--- src/ctls_pkg.sv ---
`timescale 1ns / 1ps

package ctls_pkg;

    // bracket depth counter width, signed
    localparam int DEPTH_BITS = 16;

    localparam logic signed [DEPTH_BITS-1:0] DEPTH_MAX =
        signed'({1'b0, {(DEPTH_BITS-1){1'b1}}});
    localparam logic signed [DEPTH_BITS-1:0] DEPTH_MIN =
        signed'({1'b1, {(DEPTH_BITS-1){1'b0}}});
    localparam logic signed [DEPTH_BITS-1:0] DEPTH_ZERO = '0;
    localparam logic signed [DEPTH_BITS-1:0] DEPTH_ONE =
        signed'({{(DEPTH_BITS-1){1'b0}}, 1'b1});

    // character codes
    localparam logic [7:0] CH_HASH   = 8'h23;
    localparam logic [7:0] CH_SLASH  = 8'h2F;
    localparam logic [7:0] CH_STAR   = 8'h2A;
    localparam logic [7:0] CH_DQUOTE = 8'h22;
    localparam logic [7:0] CH_SQUOTE = 8'h27;
    localparam logic [7:0] CH_BSLASH = 8'h5C;
    localparam logic [7:0] CH_SEMI   = 8'h3B;
    localparam logic [7:0] CH_LBRACE = 8'h7B;
    localparam logic [7:0] CH_RBRACE = 8'h7D;
    localparam logic [7:0] CH_LPAREN = 8'h28;
    localparam logic [7:0] CH_RPAREN = 8'h29;
    localparam logic [7:0] CH_LBRACK = 8'h5B;
    localparam logic [7:0] CH_RBRACK = 8'h5D;
    localparam logic [7:0] CH_LF     = 8'h0A;
    localparam logic [7:0] CH_TAB    = 8'h09;
    localparam logic [7:0] CH_CR     = 8'h0D;
    localparam logic [7:0] CH_SPACE  = 8'h20;

    typedef enum logic [2:0] {
        MODE_CODE   = 3'd0,
        MODE_LINE   = 3'd1,
        MODE_BLOCK  = 3'd2,
        MODE_LIT    = 3'd3,
        MODE_ESC    = 3'd4,
        MODE_ABSORB = 3'd5
    } scan_mode_t;

    typedef struct packed {
        scan_mode_t                    scan_mode;
        logic                          quote_is_single;
        logic                          star_seen;
        logic                          slash_pending;
        logic                          in_directive;
        logic signed [DEPTH_BITS-1:0]  bracket_depth;
        logic                          prev_was_newline;
        logic                          at_text_start;
    } scan_state_t;

    localparam scan_state_t SCAN_RESET = '{
        scan_mode:        MODE_CODE,
        quote_is_single:  1'b0,
        star_seen:        1'b0,
        slash_pending:    1'b0,
        in_directive:     1'b0,
        bracket_depth:    DEPTH_ZERO,
        prev_was_newline: 1'b1,
        at_text_start:    1'b1
    };

    // byte handed to the scanner when a pipeline stage moves
    typedef struct packed {
        logic       step;
        logic [7:0] data;
        logic       last;
    } scan_beat_t;

endpackage

--- src/ctls_scanner.sv ---
`timescale 1ns / 1ps

module ctls_scanner
(
    input  logic                    clk,
    input  logic                    rst_n,
    input  ctls_pkg::scan_beat_t    beat,
    output logic                    segment_start
);

    ctls_pkg::scan_state_t state_reg;
    ctls_pkg::scan_state_t state_next;

    // plain code byte: directives, literals, brackets, cuts
    function automatic ctls_pkg::scan_state_t code_byte(
        input ctls_pkg::scan_state_t s_in,
        input logic [7:0]            b
    );
        ctls_pkg::scan_state_t s;
        s = s_in;
        if (b == ctls_pkg::CH_HASH && s.prev_was_newline)
        begin
            s.in_directive = 1'b1;
        end
        if (b == ctls_pkg::CH_SLASH)
        begin
            s.slash_pending = 1'b1;
        end
        else if (b == ctls_pkg::CH_DQUOTE || b == ctls_pkg::CH_SQUOTE)
        begin
            s.scan_mode       = ctls_pkg::MODE_LIT;
            s.quote_is_single = (b == ctls_pkg::CH_SQUOTE);
        end
        else
        begin
            if (b == ctls_pkg::CH_LBRACE || b == ctls_pkg::CH_LPAREN ||
                b == ctls_pkg::CH_LBRACK)
            begin
                if (s.bracket_depth != ctls_pkg::DEPTH_MAX)
                begin
                    s.bracket_depth = s.bracket_depth + ctls_pkg::DEPTH_ONE;
                end
            end
            else if (b == ctls_pkg::CH_RBRACE || b == ctls_pkg::CH_RPAREN ||
                     b == ctls_pkg::CH_RBRACK)
            begin
                if (s.bracket_depth != ctls_pkg::DEPTH_MIN)
                begin
                    s.bracket_depth = s.bracket_depth - ctls_pkg::DEPTH_ONE;
                end
            end
            if (s.in_directive && b == ctls_pkg::CH_LF)
            begin
                s.in_directive = 1'b0;
                s.scan_mode    = ctls_pkg::MODE_ABSORB;
            end
            else if (s.bracket_depth == ctls_pkg::DEPTH_ZERO &&
                     (b == ctls_pkg::CH_SEMI || b == ctls_pkg::CH_RBRACE))
            begin
                s.scan_mode = ctls_pkg::MODE_ABSORB;
            end
        end
        return s;
    endfunction

    logic is_blank;

    assign is_blank = (beat.data == ctls_pkg::CH_SPACE) || (beat.data == ctls_pkg::CH_TAB) ||
                      (beat.data == ctls_pkg::CH_LF) || (beat.data == ctls_pkg::CH_CR);

    always_comb
    begin
        state_next    = state_reg;
        segment_start = state_reg.at_text_start;
        case (state_reg.scan_mode)
            ctls_pkg::MODE_ABSORB:
            begin
                if (!is_blank)
                begin
                    segment_start        = 1'b1;
                    state_next.scan_mode = ctls_pkg::MODE_CODE;
                    state_next           = code_byte(state_next, beat.data);
                end
            end
            ctls_pkg::MODE_LINE:
            begin
                if (beat.data == ctls_pkg::CH_LF)
                begin
                    state_next.scan_mode = ctls_pkg::MODE_CODE;
                    state_next           = code_byte(state_next, beat.data);
                end
            end
            ctls_pkg::MODE_BLOCK:
            begin
                if (state_reg.star_seen && beat.data == ctls_pkg::CH_SLASH)
                begin
                    state_next.scan_mode = ctls_pkg::MODE_CODE;
                    state_next.star_seen = 1'b0;
                end
                else
                begin
                    state_next.star_seen = (beat.data == ctls_pkg::CH_STAR);
                end
            end
            ctls_pkg::MODE_LIT:
            begin
                if (beat.data == ctls_pkg::CH_BSLASH)
                begin
                    state_next.scan_mode = ctls_pkg::MODE_ESC;
                end
                else if (beat.data == (state_reg.quote_is_single ?
                                       ctls_pkg::CH_SQUOTE : ctls_pkg::CH_DQUOTE))
                begin
                    state_next.scan_mode = ctls_pkg::MODE_CODE;
                end
            end
            ctls_pkg::MODE_ESC:
            begin
                state_next.scan_mode = ctls_pkg::MODE_LIT;
            end
            default:
            begin
                // code mode, unused codes fall in here too
                state_next.scan_mode = ctls_pkg::MODE_CODE;
                if (state_reg.slash_pending && beat.data == ctls_pkg::CH_SLASH)
                begin
                    state_next.slash_pending = 1'b0;
                    state_next.scan_mode     = ctls_pkg::MODE_LINE;
                end
                else if (state_reg.slash_pending && beat.data == ctls_pkg::CH_STAR)
                begin
                    state_next.slash_pending = 1'b0;
                    state_next.scan_mode     = ctls_pkg::MODE_BLOCK;
                    state_next.star_seen     = 1'b0;
                end
                else
                begin
                    state_next.slash_pending = 1'b0;
                    state_next               = code_byte(state_next, beat.data);
                end
            end
        endcase
        state_next.prev_was_newline = (beat.data == ctls_pkg::CH_LF);
        state_next.at_text_start    = 1'b0;
        if (beat.last)
        begin
            state_next = ctls_pkg::SCAN_RESET;
        end
    end

    always_ff @(posedge clk or negedge rst_n)
    begin
        if (!rst_n)
        begin
            state_reg <= ctls_pkg::SCAN_RESET;
        end
        else if (beat.step)
        begin
            state_reg <= state_next;
        end
    end

endmodule

--- src/cpp_top_level_segmenter_unit.sv ---
`timescale 1ns / 1ps

// C++ top-level segmenter: takes source text one byte per beat and passes each
// byte through, with m_tuser high on a byte that begins a new top-level segment.
// Comments, string and char literals are skipped; a segment ends after a ';' or
// '}' at bracket depth zero, or at the newline closing a '#' directive, and any
// blanks right after the cut stay with the old segment. The first byte of a
// text always starts a segment and s_tlast returns the scanner to its reset
// state after that byte. One byte is accepted per clock when the output side
// is ready; a byte moves from the input register into the result register once
// that register is free or being drained, and the scanner state is updated in
// that same move.

module cpp_top_level_segmenter_unit
(
    input  logic       clk,
    input  logic       rst_n,

    input  logic       s_tvalid,
    output logic       s_tready,
    input  logic [7:0] s_tdata,     // [7:0] source_byte
    input  logic       s_tlast,     // last_byte

    output logic       m_tvalid,
    input  logic       m_tready,
    output logic [7:0] m_tdata,     // [7:0] echo_byte
    output logic       m_tuser,     // [0] segment_start
    output logic       m_tlast      // end_of_text
);

    // input register
    logic       in_valid_reg;
    logic       in_valid_next;
    logic [7:0] in_byte_reg;
    logic       in_last_reg;

    // result register
    logic       out_valid_reg;
    logic       out_valid_next;
    logic [7:0] out_byte_reg;
    logic       out_start_reg;
    logic       out_last_reg;

    logic                 advance;
    logic                 s_accept;
    logic                 seg_start;
    ctls_pkg::scan_beat_t beat;

    // byte moves into the result register when that slot is free or draining
    assign advance  = in_valid_reg && (!out_valid_reg || m_tready);
    assign s_tready = !in_valid_reg || advance;
    assign s_accept = s_tvalid && s_tready;

    assign beat.step = advance;
    assign beat.data = in_byte_reg;
    assign beat.last = in_last_reg;

    ctls_scanner u_scanner
    (
        .clk           (clk),
        .rst_n         (rst_n),
        .beat          (beat),
        .segment_start (seg_start)
    );

    always_comb
    begin
        in_valid_next = in_valid_reg;
        if (s_accept)
        begin
            in_valid_next = 1'b1;
        end
        else if (advance)
        begin
            in_valid_next = 1'b0;
        end

        out_valid_next = out_valid_reg;
        if (advance)
        begin
            out_valid_next = 1'b1;
        end
        else if (m_tready)
        begin
            out_valid_next = 1'b0;
        end
    end

    always_ff @(posedge clk or negedge rst_n)
    begin
        if (!rst_n)
        begin
            in_valid_reg  <= 1'b0;
            out_valid_reg <= 1'b0;
        end
        else
        begin
            in_valid_reg  <= in_valid_next;
            out_valid_reg <= out_valid_next;
        end
    end

    // payload, no reset needed
    always_ff @(posedge clk)
    begin
        if (s_accept)
        begin
            in_byte_reg <= s_tdata;
            in_last_reg <= s_tlast;
        end
        if (advance)
        begin
            out_byte_reg  <= in_byte_reg;
            out_start_reg <= seg_start;
            out_last_reg  <= in_last_reg;
        end
    end

    assign m_tvalid = out_valid_reg;
    assign m_tdata  = out_byte_reg;
    assign m_tuser  = out_start_reg;
    assign m_tlast  = out_last_reg;

endmodule

--- config.mk ---
export PLATFORM = sky130hd
export DESIGN_NAME = cpp_top_level_segmenter_unit
export DESIGN_NICKNAME = d
export VERILOG_FILES = /design/src/ctls_pkg.sv /design/src/ctls_scanner.sv /design/src/cpp_top_level_segmenter_unit.sv
export SDC_FILE = /design/constraint.sdc
export NUM_CORES = 1
export LEC_CHECK = 0
export BUFFER_PORTS_ARGS = -buffer_cell sky130_fd_sc_hd__buf_2
export CORE_ASPECT_RATIO = 0.75
export CORE_MARGIN = 5
export CORE_UTILIZATION = 28
export CTS_CLUSTER_DIAMETER = 120
export DETAILED_ROUTE_END_ITERATION = 10
export GPL_ROUTABILITY_DRIVEN = 0
export SETUP_SLACK_MARGIN = 0.2
export SKIP_LAST_GASP = 1
export SLEW_MARGIN = 30
export SYNTH_ARGS = -nofsm -noshare
export SYNTH_HDL_FRONTEND = slang
export SYNTH_SLANG_ARGS = --single-unit
--- constraint.sdc ---
create_clock -name clk -period 3.2 [get_ports clk]
set_clock_uncertainty 0.05 [all_clocks]
set_input_delay 0.32 -clock clk [delete_from_list [all_inputs] [get_ports clk]]
set_output_delay 0.32 -clock clk [all_outputs]
set_load 0.01 [all_outputs]
==> impl_metrics.ini <==
[synthesis]
synthCells = 343
synth_nets = 358
yosysSeqAreaShare_pct = 40.1
yosysWarnings = 0
synth_area_leaders = dfrtp_1 20%, edfxtp_1 18%, o21ai_0 3.9%, nand2_1 3.6%, a21oi_1 2.4%
synth_edf_count = 19
ys_seq_elements = 46
yosysMostFrequentCell = nand2_1
ys_types = 75
synth_commonest_cells = 30 x nand2_1, 25 x dfrtp_1, 24 x o21ai_0, 19 x clkbuf_1, 19 x edfxtp_1
synthSimpleGateAreaFrac_pct = 29.9
synth_compound_area_share_pct = 21.1
synth_top_area_share_pct = 20.1
synth_top_family_by_area = simple AND/OR/NAND/NOR gates
synth-main-ff-cell = dfrtp_1
synthesis.area_um2 = 3110
synth-xor-area-share_pct = 1.69
syn_area_per_cell_um2 = 9.07
synth_mux_area_share_pct = 2.05
async_flop_share_pct = 58.7
synthAdderAreaFrac_pct = 0.804
synth_top_area_cell = dfrtp_1

[floorplan]
die_x_um = 132
rows = 33
initial_core_util_pct = 28.5
io_pins = 25
core_um2 = 10900
dieArea_um2 = 13300
die_h_um = 101

[detailed_routing]
num_vias = 2990
via_per_inst = 5.52
dr_wl_met3_um = 578
highest_layer = met4
wl_met1_mm = 4.52
drc = 0
final_antenna_net_count = 0
drt_iter0_markers = 333
drt-wirelength-per-cell_um = 16.5
met2_length_mm = 3.80
routed_wl_mm = 8.95
drtPass1Iterations = 5

[clock_tree]
cts.clk_slew.worst_paths_ps = 60
cts.sinks = 46
root_buffer = clkbuf_16
clk_latency_ps = 280
cts_made_buffers = 5
cts_htree_levels = 2
cts.path.max_buffers = 2
cts_tree = done

[power_and_ir_drop]
ir_drop_v = 0.000242
comb_power_share_pct = 28.4
sw_frac_of_total_pct = 29.9
internal-power_w = 0.00127
power.leakage_nw = 1.61
p_clk_share_pct = 32.2
power_per_cell_area_nw_per_um2 = 449
power_frac_seq_pct = 39.4
net-switching-power_w = 0.000540

[placed_design]
port_buffers = 24
postPlaceCellArea_um2 = 3640
dpl.hpwl_mm = 6.65

[timing]
hold_viol = 0
setup_viol = 0
rsz0062_at_grt = true
post-route-min-period_ps = 3040
finalSetupTns_ps = 0
clock.fmax_mhz = 329
min_period_over_period_pct = 94.9
max_slew_margin_pct = 48.1
finalMaxSlewViolations = 0
worstMarginPinSlew_ps = 759

[cells_and_area]
drive_gt1_share_pct = 31.6
final_area_um2 = 4020
final_nets = 416
fillCellCount = 1107
largest_register_ffs = 25
diodes = 0
area_growth_syn_to_layout_pct = 29.2

[global_routing]
grt_pass1_wl_mm = 14.4
track_usage_pct = 13.2
grt.overflow.total = 0
first_global_vias = 2757
antenna_found_initial = 0
grt_max_degree = 28

[worst_setup_path]
path_class = register to register
crit_path_end_kind = register
crit_chain = or4_4, a211oi_4, nand4b_1, o221ai_2, o221ai_2, or4_1, or4_4, a22oi_2
critical_path_required_ps = 3360
crit_path_start_kind = register
critPathMaxFanout = 4
critPathMaxStageDelay_ps = 610
crit_slowest_cell = or4_4
crit_arrival_ps = 3200

[flow_run]
drv_cap = 0

[worst_hold_path]
hold_class = input pin to asynchronous set/reset pin

[status]
status = finished, final reports clean
critical path, delay by kind of cell (launching register included):
family / cells / cell delay [ps]
simple gates: 4 / 1820
compound gates: 4 / 700
flops: 1 / 380
per-layer routing:
layer / global-route usage [%] / vias up
met2: 19.3 / 109
met5: 0 / -
met4: 2.45 / 0
met3: 2.78 / 8
met1: 20.3 / 1448
li1: - / 1425
cell type report:
| class | count | area, um2 | area share [%] |
|---|---|---|---|
| multi-input cells | 263 | 1900 | 47.2 |
| clock inverters | 2 | 33.8 | 0.840 |
| repair buffers | 74 | 495 | 12.3 |
| clock buffers | 6 | 129 | 3.20 |
| flip-flops and latches | 46 | 1250 | 31.1 |
| inverters | 11 | 41.3 | 1.03 |
| well taps | 140 | 175 | 4.36 |
through the flow:
step                      hold slack [ps]  total power (W)  std cells  util (%)  setup slack [ps]
final                                31.4          0.00181        542      36.9               162
after global routing                 91.8          0.00190        542      36.9              67.0
after CTS                            53.2          0.00179        537      35.6               128
after detailed placement              357          0.00118        527      33.4              58.6
after global placement                350          0.00118        527      33.4               147
after floorplan                     -25.6          0.00100        343         -              66.7
cell families after synthesis:
kind of cell | after synthesis
compound gates | 94
xor+xnor | 6
fa+ha+maj | 2
buf+inv | 34
flops | 46
mux | 6
simple gates | 155
final timing paths:
check / from / slack (ps) / endpoint / cells past startpoint
worst max-delay path: u_scanner.state_reg[10] / 160 / u_scanner.state_reg[22] / 8
worst min-delay path: rst_n / 30 / u_scanner.state_reg[7] / 1
worst max register to register: u_scanner.state_reg[10] / 160 / u_scanner.state_reg[22] / 8
worst min register to register: u_scanner.state_reg[1] / 440 / u_scanner.state_reg[1] / 2
max in group asynchronous: rst_n / 2630 / u_scanner.state_reg[21] / 1
min in group clk: s_tdata[0] / 160 / in_byte_reg[0] / 1
power by group through the flow:
stage	Combinational, W	Sequential, W	Clock, W
2_1_floorplan	0.000286	0.000717	0
5_1_grt	0.000561	0.000717	0.000619
6_report	0.000514	0.000711	0.000581
3_3_place_gp	0.000458	0.000718	0
3_5_place_dp	0.000462	0.000718	0
4_1_cts	0.000487	0.000708	0.000598
placed cells by master, fill, tap and decap left out, types with 3 or more instances in the layout:
cell / synthesis / layout
xnor2_1: 4 / 4
nor3_1: 14 / 14
o21bai_1: 3 / 3
clkbuf_16: 0 / 5
mux2i_1: 3 / 3
and4_1: 5 / 5
a21oi_1: 15 / 13
inv_1: 11 / 10
a21o_1: 4 / 4
dfrtp_1: 25 / 25
a31oi_1: 5 / 3
mux2_2: 3 / 3
nand3b_1: 3 / 3
nor4_1: 6 / 3
o21ai_0: 24 / 22
and2_1: 7 / 8
and3_1: 8 / 8
nand3_1: 12 / 12
nor2_1: 17 / 17
a211o_1: 3 / 3
nand2b_1: 9 / 8
edfxtp_1: 19 / 19
or4_4: 1 / 3
nor3b_1: 5 / 4
nand4_1: 6 / 6
buf_2: 3 / 24
buf_4: 1 / 50
or2_2: 4 / 4
nand2_1: 30 / 30
or3_1: 3 / 3
repair_timing:
| action | in CTS | in global routing |
|---|---|---|
| hold buffers | 0 | 0 |
| buffers inserted | 2 | 5 |
| pin swaps | 9 | 10 |
| setup endpoints to repair | 2 | 12 |
| gates resized for setup | 12 | 20 |
Power figures use the tool's default switching activity.
